==> src/hw/rtl/ahfp_pkg.sv <==
// shared types and constants of the ascii heading field parser
package ahfp_pkg;

   localparam int FRAME_LEN_DEFAULT = 25;
   localparam int FIELD_N           = 5;
   localparam int FILL_W            = 3;
   localparam int BYTE_W            = 8;
   localparam int HEAD_W            = 23;
   localparam int CODE_W            = 3;
   localparam int CALC_W            = 24;

   localparam logic [BYTE_W-1:0] CH_COMMA   = 8'd44;
   localparam logic [BYTE_W-1:0] CH_MINUS   = 8'd45;
   localparam logic [BYTE_W-1:0] CH_DOT     = 8'd46;
   localparam logic [BYTE_W-1:0] DIGIT_BASE = 8'd48;

   localparam logic [1:0] COMMA_MAX = 2'd2;

   typedef enum logic [CODE_W-1:0] {
      FMT_NONE       = 3'd0,
      FMT_NEG_INT    = 3'd1,
      FMT_NEG_TENTHS = 3'd2,
      FMT_TENTHS     = 3'd3,
      FMT_HUNDREDTHS = 3'd4
   } format_type;

   typedef struct packed {
      logic                            valid;
      logic [FIELD_N-1:0][BYTE_W-1:0] bytes;
   } frame_type;

endpackage

==> src/hw/rtl/ahfp_req_if.sv <==
// request channel carrying one received byte
interface ahfp_req_if;
   logic                       valid;
   logic                       ready;
   logic [ahfp_pkg::BYTE_W-1:0] rx_byte;

   modport source (output valid, output rx_byte, input ready);
   modport sink (input valid, input rx_byte, output ready);
endinterface

==> src/hw/rtl/ahfp_rsp_if.sv <==
// response channel carrying one decoded heading
interface ahfp_rsp_if;
   logic                               valid;
   logic                               ready;
   logic signed [ahfp_pkg::HEAD_W-1:0] heading_hundredths;
   logic [ahfp_pkg::CODE_W-1:0]        format_code;

   modport source (output valid, output heading_hundredths, output format_code, input ready);
   modport sink (input valid, input heading_hundredths, input format_code, output ready);
endinterface

==> src/hw/rtl/ahfp_frame_tracker.sv <==
// frame position, comma count and field capture, hands the kept bytes on at frame end
module ahfp_frame_tracker #(
   parameter int FRAME_LEN = ahfp_pkg::FRAME_LEN_DEFAULT
) (
   input  logic                clock,
   input  logic                reset,
   ahfp_req_if.sink            req,
   output ahfp_pkg::frame_type frame,
   input  logic                frame_ready
);

   localparam int               POS_W    = $clog2(FRAME_LEN);
   localparam logic [POS_W-1:0] LAST_POS = POS_W'(FRAME_LEN - 1);

   logic [POS_W-1:0]                                  pos_ff, pos_in;
   logic [1:0]                                        count_ff, count_in;
   logic [ahfp_pkg::FILL_W-1:0]                       fill_ff, fill_in;
   logic [ahfp_pkg::FIELD_N-1:0][ahfp_pkg::BYTE_W-1:0] field_ff, field_in;
   logic [ahfp_pkg::FIELD_N-1:0][ahfp_pkg::BYTE_W-1:0] fallback_ff, fallback_in;
   logic [ahfp_pkg::FIELD_N-1:0][ahfp_pkg::BYTE_W-1:0] field_upd;
   logic [1:0]                                        count_upd;
   logic                                              mid_valid_ff, mid_valid_in;
   logic [ahfp_pkg::FIELD_N-1:0][ahfp_pkg::BYTE_W-1:0] mid_bytes_ff, mid_bytes_in;
   logic                                              last_pos;
   logic                                              accept;

   assign last_pos  = (pos_ff == LAST_POS);
   assign req.ready = !(mid_valid_ff && last_pos);
   assign accept    = req.valid && req.ready;

   always_comb begin
      pos_in       = pos_ff;
      count_in     = count_ff;
      fill_in      = fill_ff;
      field_in     = field_ff;
      fallback_in  = fallback_ff;
      field_upd    = field_ff;
      count_upd    = count_ff;
      mid_bytes_in = mid_bytes_ff;
      mid_valid_in = mid_valid_ff && !frame_ready;
      if (accept) begin
         for (int i = 0; i < ahfp_pkg::FIELD_N; i++) begin
            if (pos_ff == POS_W'(i + 1)) begin
               fallback_in[i] = req.rx_byte;
            end
         end
         if (count_ff == ahfp_pkg::COMMA_MAX && fill_ff < ahfp_pkg::FILL_W'(ahfp_pkg::FIELD_N)) begin
            for (int i = 0; i < ahfp_pkg::FIELD_N; i++) begin
               if (fill_ff == ahfp_pkg::FILL_W'(i)) begin
                  field_upd[i] = req.rx_byte;
               end
            end
            fill_in = fill_ff + 1'b1;
         end
         if (req.rx_byte == ahfp_pkg::CH_COMMA && count_ff != ahfp_pkg::COMMA_MAX) begin
            count_upd = count_ff + 1'b1;
         end
         if (last_pos) begin
            mid_bytes_in = (count_upd == ahfp_pkg::COMMA_MAX) ? field_upd : fallback_in;
            mid_valid_in = 1'b1;
            pos_in       = '0;
            count_in     = '0;
            fill_in      = '0;
            field_in     = '0;
         end else begin
            pos_in   = pos_ff + 1'b1;
            count_in = count_upd;
            field_in = field_upd;
         end
      end
   end

   always_ff @(posedge clock) begin
      if (reset) begin
         pos_ff       <= '0;
         count_ff     <= '0;
         fill_ff      <= '0;
         field_ff     <= '0;
         mid_valid_ff <= 1'b0;
      end else begin
         pos_ff       <= pos_in;
         count_ff     <= count_in;
         fill_ff      <= fill_in;
         field_ff     <= field_in;
         mid_valid_ff <= mid_valid_in;
      end
   end

   always_ff @(posedge clock) begin
      fallback_ff  <= fallback_in;
      mid_bytes_ff <= mid_bytes_in;
   end

   assign frame.valid = mid_valid_ff;
   assign frame.bytes = mid_bytes_ff;

endmodule

==> src/hw/rtl/ahfp_decoder.sv <==
// heading format match and fixed point value, held in the response register
module ahfp_decoder (
   input  logic                clock,
   input  logic                reset,
   input  ahfp_pkg::frame_type frame,
   output logic                frame_ready,
   ahfp_rsp_if.source          rsp
);

   localparam int CW = ahfp_pkg::CALC_W;

   logic signed [CW-1:0]             d0, d1, d2, d3, d4;
   logic signed [CW-1:0]             value;
   ahfp_pkg::format_type             code;
   logic                             out_valid_ff, out_valid_in;
   logic signed [ahfp_pkg::HEAD_W-1:0] head_ff;
   ahfp_pkg::format_type             code_ff;
   logic                             load;

   assign d0 = $signed({{(CW - ahfp_pkg::BYTE_W){1'b0}}, frame.bytes[0]})
             - $signed(CW'(ahfp_pkg::DIGIT_BASE));
   assign d1 = $signed({{(CW - ahfp_pkg::BYTE_W){1'b0}}, frame.bytes[1]})
             - $signed(CW'(ahfp_pkg::DIGIT_BASE));
   assign d2 = $signed({{(CW - ahfp_pkg::BYTE_W){1'b0}}, frame.bytes[2]})
             - $signed(CW'(ahfp_pkg::DIGIT_BASE));
   assign d3 = $signed({{(CW - ahfp_pkg::BYTE_W){1'b0}}, frame.bytes[3]})
             - $signed(CW'(ahfp_pkg::DIGIT_BASE));
   assign d4 = $signed({{(CW - ahfp_pkg::BYTE_W){1'b0}}, frame.bytes[4]})
             - $signed(CW'(ahfp_pkg::DIGIT_BASE));

   // later formats override earlier ones
   always_comb begin
      value = '0;
      code  = ahfp_pkg::FMT_NONE;
      if (frame.bytes[0] == ahfp_pkg::CH_MINUS) begin
         if (frame.bytes[4] == ahfp_pkg::CH_DOT) begin
            value = -(d1 * 24'sd10000 + d2 * 24'sd1000 + d3 * 24'sd100);
            code  = ahfp_pkg::FMT_NEG_INT;
         end
         if (frame.bytes[3] == ahfp_pkg::CH_DOT) begin
            value = -(d1 * 24'sd1000 + d2 * 24'sd100 + d4 * 24'sd10);
            code  = ahfp_pkg::FMT_NEG_TENTHS;
         end
      end else if (frame.bytes[3] == ahfp_pkg::CH_DOT) begin
         value = d0 * 24'sd10000 + d1 * 24'sd1000 + d2 * 24'sd100 + d4 * 24'sd10;
         code  = ahfp_pkg::FMT_TENTHS;
      end
      if (frame.bytes[2] == ahfp_pkg::CH_DOT) begin
         value = d0 * 24'sd1000 + d1 * 24'sd100 + d3 * 24'sd10 + d4;
         code  = ahfp_pkg::FMT_HUNDREDTHS;
      end
   end

   assign frame_ready  = !out_valid_ff || rsp.ready;
   assign load         = frame.valid && frame_ready;
   assign out_valid_in = load || (out_valid_ff && !rsp.ready);

   always_ff @(posedge clock) begin
      if (reset) begin
         out_valid_ff <= 1'b0;
      end else begin
         out_valid_ff <= out_valid_in;
      end
   end

   always_ff @(posedge clock) begin
      if (load) begin
         head_ff <= value[ahfp_pkg::HEAD_W-1:0];
         code_ff <= code;
      end
   end

   assign rsp.valid              = out_valid_ff;
   assign rsp.heading_hundredths = head_ff;
   assign rsp.format_code        = code_ff;

endmodule

==> src/hw/rtl/ascii_heading_field_parser_unit.sv <==
// top level of the ascii heading field parser
// a frame's bytes pass the middle register, then its result the response register
// one byte per cycle unless stalled; one result per frame of FRAME_LEN bytes
// the request side stalls only on a frame's last byte while the previous
// frame's bytes still sit in the middle register, held by a stalled response
// reset clears position, comma count, field capture and all valid flags
module ascii_heading_field_parser_unit #(
   parameter int FRAME_LEN = ahfp_pkg::FRAME_LEN_DEFAULT
) (
   input logic        clock,
   input logic        reset,
   ahfp_req_if.sink   req_bus,
   ahfp_rsp_if.source rsp_bus
);

   ahfp_pkg::frame_type frame;
   logic                frame_ready;

   ahfp_frame_tracker #(
      .FRAME_LEN(FRAME_LEN)
   ) u_tracker (
      .clock      (clock),
      .reset      (reset),
      .req        (req_bus),
      .frame      (frame),
      .frame_ready(frame_ready)
   );

   ahfp_decoder u_decoder (
      .clock      (clock),
      .reset      (reset),
      .frame      (frame),
      .frame_ready(frame_ready),
      .rsp        (rsp_bus)
   );

endmodule

==> src/flat_wrapper.sv <==
// flat-port wrapper written by rule: the top's interface ports become plain ports
module ascii_heading_field_parser_unit_flat 
#(
   parameter int FRAME_LEN = ahfp_pkg::FRAME_LEN_DEFAULT
)
  (clock, reset, req_bus_valid, req_bus_rx_byte, req_bus_ready, rsp_bus_valid, rsp_bus_heading_hundredths, rsp_bus_format_code, rsp_bus_ready);
  ahfp_req_if req_bus_i ();
  ahfp_rsp_if rsp_bus_i ();
  input logic clock;
  input logic reset;
  input wire logic [$bits(req_bus_i.valid)-1:0] req_bus_valid;
  input wire logic [$bits(req_bus_i.rx_byte)-1:0] req_bus_rx_byte;
  output wire logic [$bits(req_bus_i.ready)-1:0] req_bus_ready;
  output wire logic [$bits(rsp_bus_i.valid)-1:0] rsp_bus_valid;
  output wire logic [$bits(rsp_bus_i.heading_hundredths)-1:0] rsp_bus_heading_hundredths;
  output wire logic [$bits(rsp_bus_i.format_code)-1:0] rsp_bus_format_code;
  input wire logic [$bits(rsp_bus_i.ready)-1:0] rsp_bus_ready;
  assign req_bus_i.valid = req_bus_valid;
  assign req_bus_i.rx_byte = req_bus_rx_byte;
  assign req_bus_ready = req_bus_i.ready;
  assign rsp_bus_valid = rsp_bus_i.valid;
  assign rsp_bus_heading_hundredths = rsp_bus_i.heading_hundredths;
  assign rsp_bus_format_code = rsp_bus_i.format_code;
  assign rsp_bus_i.ready = rsp_bus_ready;
  ascii_heading_field_parser_unit #(.FRAME_LEN(FRAME_LEN)) u_core (.clock(clock), .reset(reset), .req_bus(req_bus_i), .rsp_bus(rsp_bus_i));
endmodule
==> config.mk <==
export PLATFORM = sky130hd
export DESIGN_NAME = ascii_heading_field_parser_unit_flat
export DESIGN_NICKNAME = d
export VERILOG_FILES = /design/src/hw/rtl/ahfp_pkg.sv /design/src/hw/rtl/ahfp_req_if.sv /design/src/hw/rtl/ahfp_rsp_if.sv /design/src/hw/rtl/ahfp_frame_tracker.sv /design/src/hw/rtl/ahfp_decoder.sv /design/src/hw/rtl/ascii_heading_field_parser_unit.sv /design/src/flat_wrapper.sv
export SDC_FILE = /design/constraint.sdc
export NUM_CORES = 1
export LEC_CHECK = 0
export ABC_AREA = 1
export BUFFER_PORTS_ARGS = -buffer_cell sky130_fd_sc_hd__buf_4
export CAP_MARGIN = 5
export CORE_ASPECT_RATIO = 1.1
export CORE_UTILIZATION = 60
export CTS_BUF_LIST = sky130_fd_sc_hd__clkbuf_8
export DETAILED_ROUTE_END_ITERATION = 10
export PLACE_DENSITY = 0.8
export SYNTH_ARGS = -nofsm -noshare
export SYNTH_HDL_FRONTEND = slang
export SYNTH_SLANG_ARGS = --single-unit
==> constraint.sdc <==
create_clock -name clock -period 18.3 [get_ports clock]
set_input_delay 4.575 -clock clock [delete_from_list [all_inputs] [get_ports clock]]
set_output_delay 4.575 -clock clock [all_outputs]
set_load 0.02 [all_outputs]
==> flow_metrics.tcl <==
set metrics [dict create \
    outcome "complete, no violations" \
    cell_internal_pwr_mw 0.5464 \
    critical_path.startpoint_type "flip-flop" \
    drt_first_pass_iters 9 \
    clockRootBuffer "sky130_fd_sc_hd__clkbuf_8" \
    drtIter0Drc 1406 \
    regArea_um2 4224 \
    post_synth_adder_cell_area_pct 41.21 \
    numPortBuffers 39 \
    drcViolationCount 0 \
    layout_setup_ws_ps 9741 \
    critical_path.endpoint_type "flip-flop" \
    synth_async_sr_flop_share_pct 0 \
    grt_use_met1_pct 38.31 \
    grt_first_pass_wirelength_mm 107.8 \
    yosys.cell_types.count 66 \
    clkSinkCount 158 \
    die_area_um2 42840 \
    rsz0062_at_grt "no" \
    area_share_of_and_or_nand_nor_cells_after_synthesis_pct 13.06 \
    place_ws_ps 9754 \
    routed_wirelength_mm 67.26 \
    grt_util_met2_pct 57.03 \
    slew_viol_final 0 \
    timing.critical_path.required_ps 18590 \
    cts_resized 0 \
    grt.busiest_layer "met2" \
    crit_path_frequent_cell "sky130_fd_sc_hd__nand2_1" \
    last_weighted_congestion_value_of_the_routability_driven_placer 1.059 \
    multi_input_area_um2 18260 \
    synth_top_family_by_area "adder cells" \
    total_leakage_power_nw 13.60 \
    synth-edff-count 106 \
    setup_tns_ps 0 \
    grt_start_max_net_pins 50 \
    clkLatencyLatePin_ps 540 \
    cts_post_setup_buffers_inserted 0 \
    comb_power_share_pct 10.1 \
    grt_usage_pct 32.70 \
    net-switching-power_mw 0.2104 \
    yosysWarnings 0 \
    post_layout_net_count 3768 \
    power_switching_share_pct 27.80 \
    layout-area-overhead-vs-synth_pct 5.186 \
    initial_core_util_pct 60.92 \
    cts_tree "yes" \
    cts_max_level 4 \
    timing.max_slew.rel_slack_pct 23.16 \
    fp.coreArea_um2 41380 \
    least_margin_pin_slew_ps 1152 \
    mostFrequentLayoutCell "sky130_fd_sc_hd__inv_1" \
    route.antenna.remaining_nets 0 \
    fin_worst_skew_ps 38.42 \
    sequentialPowerShare_pct 51.8 \
    post_route_cells_drive_above_1_share_pct 5.743 \
    mostFrequentLayoutCells "sky130_fd_sc_hd__inv_1 (668), sky130_fd_sc_hd__nand2_1 (485), sky130_fd_sc_hd__ha_1 (448)" \
    cts_max_path_buffers 2 \
    clkTransAtPathRegs_ps 100 \
    met3_usage_pct 4.138 \
    grt_antenna_before_repair 1 \
    fraction_of_the_yosys_area_taken_by_sequential_cells_pct 16.76 \
    synth.mux.area_fraction_pct 1.529 \
    die-height_um 217.0 \
    route.vias.total 20528 \
    min_path_type "flip-flop to flip-flop" \
    first_global_vias 21333 \
    achievable-frequency_mhz 116.8 \
    cellPowerDensity_nw_per_um2 28.54 \
    cts_buffers 17 \
    synth_xor_xnor_area_share_pct 5.380 \
    ioPinCount 40 \
    critical_path_peak_fanout 7 \
    die_w_um 197.4 \
    layout.filler_cells 3605 \
    critPathArrivalTime_ps 8850 \
    syn-mean-instance-area_um2 8.293 \
    overflow 0 \
    route.detailed.vias_per_inst 5.636 \
    cpMaxStageDelayCell "sky130_fd_sc_hd__fa_1" \
    worst_ir_drop_vdd_v 0.00007716 \
    hold_violations 0 \
    cell_area_after_synthesis_um2 25210 \
    yosys_most_used_dff "sky130_fd_sc_hd__edfxtp_1" \
    clockPowerShare_pct 38.1 \
    hold_buffers 0 \
    finalCritPeriodShare_pct 46.77 \
    wl_per_cell_um 18.47 \
    std_cell_rows 78 \
    dp_hpwl_mm 57.05 \
    synth_compound_area_share_pct 11.17 \
    num_antenna_cells 0 \
    timing.critical_path.slowest_cell_delay_ps 580 \
    timing.final.crit_period_ps 8559 \
    critPathKind "flip-flop to flip-flop" \
    number_of_synthesized_register_bits 158 \
    gate_count_of_the_mapped_netlist 3040 \
    drv.max_cap_violation_count 0 \
    setup_viol 0 \
]
-- worst max-delay path, delay by kind of cell (launching register included) --
kind                     cells  cell delay, ps
AO/OA/AOI/OAI                5             830
XOR/XNOR                     2            1010
adder cells (fa/ha/maj)      9            3790
buffers and inverters        6             790
flip-flops                   1             490
AND/OR/NAND/NOR             13            1400
-- power by group through the flow --
stage | combinational [mW] | clock (mW) | sequential, mW
final | 0.0768 | 0.288 | 0.392
after global routing | 0.0856 | 0.300 | 0.393
after CTS | 0.0763 | 0.290 | 0.392
after detailed placement | 0.0758 | 0 | 0.400
after global placement | 0.0740 | 0 | 0.400
after floorplan | 0.0541 | 0 | 0.399
-- final cells by class --
class	count	share of cell area [%]
Multi-Input combinational cell	2164	68.87
Sequential cell	158	15.93
Inverter	680	9.625
Tap cell	560	2.642
Timing Repair Buffer	48	1.359
Clock buffer	18	0.9342
Clock inverter	14	0.6370
-- stage by stage --
stage               instances  cell area, um2  total power [mW]  hold WS (ps)  util, %
floorplan                3042           25220            0.4535         441.0        -
global placement         3610           26100            0.4738         447.5    63.08
detailed placement       3610           26100            0.4760         452.1    63.08
CTS                      3642           26520            0.7580         464.6    64.08
global route             3642           26520            0.7780         478.9    64.08
finish                   3642           26520            0.7568         465.2    64.08
-- metal layers --
metal | share of wire, % | vias up
met5 | 0.016 | -
met4 | 6.7 | 2
met3 | 5.6 | 194
met2 | 48 | 682
met1 | 39 | 9832
li1 | - | 9818
-- Yosys cell counts (all sizes together) (2+ instances only) --
cell    count  area, um2
a211oi      7      52.55
a21boi      2      15.01
a21o       12      91.34
a21oi     231       1167
a221oi      2      17.52
a31oi      16      100.1
a32o        2      20.02
and2        5      31.28
buf        11      62.55
clkbuf     29      128.9
dfxtp      52       1041
edfxtp    106       3183
fa        239       4785
ha        448       5605
inv       679       2549
mux2       32      375.4
nand2     494       1884
nand3      91      460.4
nand3b      2      15.01
nand4      20      131.4
nor2      118      473.0
nor3       19      106.4
nor3b       2      15.01
nor4        3      18.77
o211ai     12      90.09
o21a        4      30.03
o21ai     186      949.7
o21bai     16      123.9
o311ai      2      17.52
o31ai       6      45.04
o41ai       2      25.03
or2        25      156.4
xnor2      62      543.0
xor2       92      813.3
-- cells by family (layout without fill, tap and decap cells) --
logic type / after synthesis / count (layout)
compound gates: 508 / 508
simple gates: 779 / 779
mux: 33 / 33
fa+ha+maj: 687 / 687
flops: 158 / 158
other cells: 1 / 3
buf+inv: 720 / 760
xor+xnor: 154 / 154
-- final timing paths --
| path | start | endpoint | slack, ps | cells after the start |
|---|---|---|---|---|
| setup / recovery | u_core.u_tracker.frame[4]$_DFFE_PP_ | u_core.u_decoder.rsp.heading_hundredths[22]$_DFFE_PP_ | 9740 | 35 |
| hold reg to reg | u_core.u_tracker.field_ff[6]$_SDFFE_PP0P_ | u_core.u_tracker.field_ff[6]$_SDFFE_PP0P_ | 470 | 2 |
| hold / removal | u_core.u_tracker.field_ff[6]$_SDFFE_PP0P_ | u_core.u_tracker.field_ff[6]$_SDFFE_PP0P_ | 470 | 2 |
| setup reg to reg | u_core.u_tracker.frame[4]$_DFFE_PP_ | u_core.u_decoder.rsp.heading_hundredths[22]$_DFFE_PP_ | 9740 | 35 |
-- state kept, by name, indices dropped and copies added (netlist names) --
name / cells
u_core.u_tracker.fill_ff: 3
u_core.u_tracker.pos_ff: 5
u_core.u_decoder.rsp.format_code: 3
u_core.u_tracker.frame: 40
u_core.u_decoder.rsp.heading_hundredths: 23
u_core.u_tracker.fallback_ff: 40
u_core.u_tracker.mid_valid_ff: 1
u_core.u_decoder.rsp.valid: 1
u_core.u_tracker.field_ff: 40
u_core.u_tracker.count_ff: 2
(Power assumes the default switching activity.)
